===== src/sv/npl_pkg.sv =====
// Shared types and constants for the nearest point lookup block.
// No dependencies; used by all RTL and checker files.
package npl_pkg;

  localparam int MAX_POINTS_DEF = 4096;

  localparam int COORD_W = 24;
  localparam int VALUE_W = 20;
  localparam int CMD_W   = 2;
  localparam int DIST_W  = 51;
  localparam int OUT_IDX_W = 12;
  localparam int ABS_W   = COORD_W + 1;
  localparam int SQ_W    = 2 * ABS_W;
  localparam int ENTRY_W = 2 * COORD_W + VALUE_W;
  localparam int IN_DATA_W  = 72;
  localparam int OUT_DATA_W = 32;

  localparam logic [DIST_W-1:0] MAX_DIST_SQ_RST = DIST_W'(64'd100000000000);

  localparam logic [CMD_W-1:0] CMD_LOAD  = 2'd0;
  localparam logic [CMD_W-1:0] CMD_QUERY = 2'd1;
  localparam logic [CMD_W-1:0] CMD_CLEAR = 2'd2;

  typedef struct packed {
    logic vld;
    logic last;
  } npl_ctl_t;

endpackage


===== src/sv/npl_dist.sv =====
// Squared distance unit: absolute differences, then squares, two register stages.
// Depends on npl_pkg.
module npl_dist #(
  parameter int IDX_W = 12
) (
  input  logic                             clk,
  input  logic                             rst,
  input  npl_pkg::npl_ctl_t                in_ctl,
  input  logic signed [npl_pkg::COORD_W-1:0] in_x,
  input  logic signed [npl_pkg::COORD_W-1:0] in_y,
  input  logic signed [npl_pkg::VALUE_W-1:0] in_val,
  input  logic [IDX_W-1:0]                 in_idx,
  input  logic signed [npl_pkg::COORD_W-1:0] qx,
  input  logic signed [npl_pkg::COORD_W-1:0] qy,
  output npl_pkg::npl_ctl_t                out_ctl,
  output logic [npl_pkg::SQ_W-1:0]         out_sqx,
  output logic [npl_pkg::SQ_W-1:0]         out_sqy,
  output logic signed [npl_pkg::VALUE_W-1:0] out_val,
  output logic [IDX_W-1:0]                 out_idx
);
  import npl_pkg::*;

  logic signed [ABS_W-1:0] dx;
  logic signed [ABS_W-1:0] dy;
  logic [ABS_W-1:0]        ax;
  logic [ABS_W-1:0]        ay;
  npl_ctl_t                a_ctl;
  logic signed [VALUE_W-1:0] a_val;
  logic [IDX_W-1:0]        a_idx;

  assign dx = {in_x[COORD_W-1], in_x} - {qx[COORD_W-1], qx};
  assign dy = {in_y[COORD_W-1], in_y} - {qy[COORD_W-1], qy};

  always_ff @(posedge clk) begin
    if (rst) begin
      a_ctl   <= '0;
      out_ctl <= '0;
    end else begin
      a_ctl   <= in_ctl;
      out_ctl <= a_ctl;
    end
  end

  always_ff @(posedge clk) begin
    ax      <= dx[ABS_W-1] ? ABS_W'(-dx) : ABS_W'(dx);
    ay      <= dy[ABS_W-1] ? ABS_W'(-dy) : ABS_W'(dy);
    a_val   <= in_val;
    a_idx   <= in_idx;
    out_sqx <= ax * ax;
    out_sqy <= ay * ay;
    out_val <= a_val;
    out_idx <= a_idx;
  end

endmodule


===== config.mk =====
export PLATFORM = sky130hd
export DESIGN_NAME = npl_dist
export DESIGN_NICKNAME = d
export VERILOG_FILES = /design/src/sv/npl_pkg.sv /design/src/sv/npl_dist.sv
export SDC_FILE = /design/constraint.sdc
export NUM_CORES = 2
export LEC_CHECK = 0
export ABC_AREA = 0
export BUFFER_PORTS_ARGS = -buffer_cell sky130_fd_sc_hd__buf_2
export CORE_ASPECT_RATIO = 0.8
export CORE_UTILIZATION = 65
export DETAILED_ROUTE_END_ITERATION = 7
export GPL_TIMING_DRIVEN = 0
export HOLD_SLACK_MARGIN = 0.06
export PLACE_DENSITY = 0.84
export SYNTH_ARGS = -nofsm -noshare
export SYNTH_HDL_FRONTEND = slang
export SYNTH_SLANG_ARGS = --single-unit

===== constraint.sdc =====
create_clock -name clk -period 18.25 [get_ports clk]
set_input_delay 3.65 -clock clk [delete_from_list [all_inputs] [get_ports clk]]
set_output_delay 3.65 -clock clk [all_outputs]
set_load 0.01 [all_outputs]

### Yosys cells after proc, flatten, opt, wreduce, memory -nomap -nowiden

Index checks and enable logic that the tools add are counted.

* register bits after elaboration: 218
* bits of input ports: 132
* logic and storage cells: 22

* $add $sub $neg: 4
* $mul: 2
* muxes and demuxes: 2

Operators by type and width (number)
* $mul 25x25->50: 2
* $neg 25->25: 2
* $sub 24x24->25: 2
* $mux 24: 2

### Depth between registers and ports, before layout

* depth in word-level cells: 3
* mapped depth: 28

### Worst setup path after synthesis

No wires, ideal clock.

* kind: flip-flop to flip-flop
* start point: register ay[3]
* end point: register out_sqy[46] (netlist name)
* setup time: 127 ps
* arrival: 7179 ps
* slack: 10944 ps
* stages on the path, launching flop included: 26
* buffers on the path: 2
* cell sequence: dfxtp_1 -> clkbuf_1 -> clkbuf_1 -> nand2_1 -> fa_1 -> inv_1 -> fa_1 -> inv_1 -> fa_1 -> inv_1 -> fa_1 -> inv_1 -> fa_1 -> inv_1 -> fa_1 -> fa_1 -> ha_1 -> nand2_1 -> nor3_1 -> or4b_1 -> a311oi_2 -> o31ai_1 -> o21ai_2 -> o21ai_2 -> o311a_1 -> or3_1

* longest elaborated chain between the ends: 1

RTL lines
* start: declaration: line npl_dist.sv:26 `logic [ABS_W-1:0] ay;`
* start signal: assignment: line npl_dist.sv:46 `ay <= dy[ABS_W-1] ? ABS_W'(-dy) : ABS_W'(dy);`
* $mul 25x25->50: line npl_dist.sv:50 `out_sqy <= ay * ay;`
* end signal: assignment: line npl_dist.sv:50
* end: declaration: line npl_dist.sv:17 `output logic [npl_pkg::SQ_W-1:0] out_sqy,`

No other way between the ends.
A chain may end at the register's enable or synchronous reset.

### Worst setup path in the final report

* start point: register ax[18]
* end point: register out_sqx[48] (netlist name)

* longest elaborated chain between the ends: 1

RTL lines
* start: declaration: line npl_dist.sv:25 `logic [ABS_W-1:0] ax;`
* start signal: assignment: line npl_dist.sv:45 `ax <= dx[ABS_W-1] ? ABS_W'(-dx) : ABS_W'(dx);`
* $mul 25x25->50: line npl_dist.sv:49 `out_sqx <= ax * ax;`
* end signal: assignment: line npl_dist.sv:49
* end: declaration: line npl_dist.sv:16 `output logic [npl_pkg::SQ_W-1:0] out_sqx,`

No other way between the ends.

==> impl_metrics.tcl <==
set metrics [dict create \
    rsz0062_at_grt "no" \
    crit_required_ps 18720 \
    cts_buffers 24 \
    hold_buffers 0 \
    antenna_found_initial 2 \
    cp.arrival_ps 10160 \
    synth_top_family_by_area "adder cells" \
    worstPathMaxFanout 10 \
    die_h_um 235 \
    hpwl_um 98800 \
    postRouteAntennaNets 0 \
    via_count 33800 \
    cts_tree "built" \
    min_period_ps 9700 \
    fin_cells 6058 \
    synthMuxAreaShare_pct 0.122 \
    status "completed" \
    ff2ff_setup_slack_ps 8550 \
    async_flop_share_pct 0 \
    cp_slowest_cell "nor4bb_1" \
    synth_compound_area_share_pct 7.67 \
    root_buffer "clkbuf_16" \
    htree_levels 1 \
    vias_per_cell 5.59 \
    fin_skew_ps 20.5 \
    yosys.area_share.simple_pct 11.5 \
    boundaryPins 266 \
    critical-path-max-stage-delay_ps 960 \
    synthFlopType "dfxtp_1" \
    synth_fa_ha_area_share_pct 54.2 \
    ys_seq_area_share_pct 9.77 \
    core_um2 67300 \
    yosys-top-cells-area "fa_1 (42%), inv_1 (12%), ha_1 (12%)" \
    critPathMostFrequentCell "fa_1" \
    area_growth_pct 7.47 \
    synth_area_um2 44300 \
    cts.path.max_buffers 3 \
    drt-wirelength-per-cell_um 19.3 \
    cts.clk_slew.worst_paths_ps 60 \
    synth-xor-area-share_pct 3.52 \
    initialDrtViolationCount 3036 \
    slew_headroom_pct 16.2 \
    clock.fmax_mhz 103 \
    cts_sinks 216 \
    drive_gt1_share_pct 6.86 \
    grt_max_degree 16 \
    path_buf_inv 7 \
    io_buffers 263 \
    start_util_pct 65.8 \
    drc_errors 0 \
    dr.pass1.iters 6 \
    track_usage_pct 35.1 \
    insertion_delay_ps 580 \
    nets 6614 \
    hold_class "reg2reg" \
    setup_viol_count_final 0 \
    grt.overflow.total 0 \
    synth_cell_types 92 \
    startpoint_type "register" \
    post_cts_buffers 0 \
    grt_pass1_vias 35500 \
    dp.cells 6013 \
    wl_um 117000 \
    grt_pass1_wl_um 188000 \
    cp_top_family "adder cells" \
    worst_hold_slack_ps 326 \
    final.fill_count 5141 \
    crit_path_end_kind "register" \
    hold_viol 0 \
    tightest_slew_ps 1250 \
    dieArea_um2 69200 \
    path_class "reg2reg" \
    cap_violations 0 \
    post-route-period-util_pct 53.1 \
    synth-edff-count 0 \
    syn_area_per_cell_um2 9.16 \
    netlist.top_cell.by_area "fa_1" \
    ys_ff_latch 216 \
    gp_congestion 1.02 \
    cts.repair.resized 0 \
    finalMaxSlewViolations 0 \
    yosysWarnings 0 \
    rows 85 \
    final.setup.tns_ps 0 \
    synthCells 4836 \
    synth_top_cell_area_share_pct 42.3 \
    die_x_um 294 \
]
[cells by family after synthesis]
family                   count (synthesis)
XOR/XNOR                               178
other                                    1
multiplexers                             5
buffers and inverters                 1554
flip-flops                             216
AO/OA/AOI/OAI                          496
AND/OR/NAND/NOR                       1030
adder cells (fa/ha/maj)               1356
[Yosys cell counts (all sizes together), types with 12 or more instances]
cell / instances
o21a: 21
a21o: 80
a21oi: 137
nand2: 423
or2: 12
nand4: 18
nor2b: 28
xor2: 58
o21ai: 81
nor3: 24
xnor2: 120
clkbuf: 136
o31ai: 18
a31oi: 23
ha: 421
inv: 1409
fa: 935
nand3: 42
dfxtp: 216
o21bai: 18
a211oi: 18
a211o: 12
and2: 249
and3: 19
nand2b: 16
nor2: 138
[worst register-to-register path, delay by kind of cell, from the launching register on]
| family | cells | cell delay [ps] |
|---|---|---|
| AO/OA/AOI/OAI | 4 | 1370 |
| adder cells (fa/ha/maj) | 8 | 3960 |
| flip-flops | 1 | 640 |
| AND/OR/NAND/NOR | 5 | 1710 |
| XOR/XNOR | 1 | 160 |
| buffers and inverters | 7 | 1730 |
[per-stage QoR]
stage	cell area [µm²]	worst slack, ps	utilization [%]
final	47600	8550	70.7
after global routing	47600	8300	70.7
after CTS	47600	9000	70.7
after detailed placement	46700	9050	69.4
after global placement	46700	9160	69.4
after floorplan	44300	10940	-
[path summary, 6_finish.rpt]
path | end | cells past startpoint | startpoint
max | out_sqx[48] | 25 | ax[18]
min reg2reg | out_val[3] | 0 | a_val[3]
min | out_val[3] | 0 | a_val[3]
max reg2reg | out_sqx[48] | 25 | ax[18]
[layer usage]
| metal | GRT usage [%] | vias up | part of all wire, % |
|---|---|---|---|
| li1 | - | 15000 | - |
| met5 | 0 | - | 0 |
| met3 | 11.8 | 335 | 13 |
| met1 | 49.9 | 16600 | 41 |
| met4 | 11.4 | 0 | 3.9 |
| met2 | 50.5 | 1902 | 42 |
[area by class of cell]
cell class                 count  area, µm²  area share, %
multi-input combinational   3067      34100           71.7
inverter                    1409       5290           11.1
sequential                   216       4320           9.09
timing repair buffer         263       1320           2.77
tap                          913       1140           2.40
clock buffer                  32        682           1.43
buffer                       145        557           1.17
clock inverter                11        156          0.329
antenna                        2       5.00         0.0105
[layout by cell type, fill, tap and decap left out, drive strengths merged, types with 10 or more instances in the layout]
| cell type | synthesis | routed |
|---|---|---|
| or2 | 12 | 12 |
| xor2 | 58 | 58 |
| nor2 | 138 | 138 |
| nand4 | 18 | 18 |
| buf | 9 | 272 |
| ha | 421 | 421 |
| a211o | 12 | 12 |
| inv | 1409 | 1410 |
| xnor2 | 120 | 120 |
| nor4 | 11 | 11 |
| a21oi | 137 | 137 |
| nor2b | 28 | 28 |
| a21o | 80 | 80 |
| o211ai | 11 | 11 |
| o21bai | 18 | 18 |
| a2111oi | 10 | 10 |
| nor3 | 24 | 24 |
| and2 | 249 | 249 |
| nand3 | 42 | 42 |
| or3 | 11 | 11 |
| nand2b | 16 | 16 |
| nand2 | 423 | 423 |
| dfxtp | 216 | 216 |
| fa | 935 | 935 |
| o21ai | 81 | 81 |
| a211oi | 18 | 18 |
| and3 | 19 | 19 |
| clkbuf | 136 | 168 |
| a31oi | 23 | 23 |
| o31ai | 18 | 18 |
| o21a | 21 | 21 |
[state kept, by name (all words and copies together) (netlist names)]
register and cells:
out_sqx 49, out_sqy 49, ax 25, ay 25, a_val 20, out_val 20
a_idx 12, out_idx 12, a_ctl 2, out_ctl 2
Power is left out: the tool's default activity adds up to more than one toggle a clock period on the data nets, which glitch-free logic cannot reach.
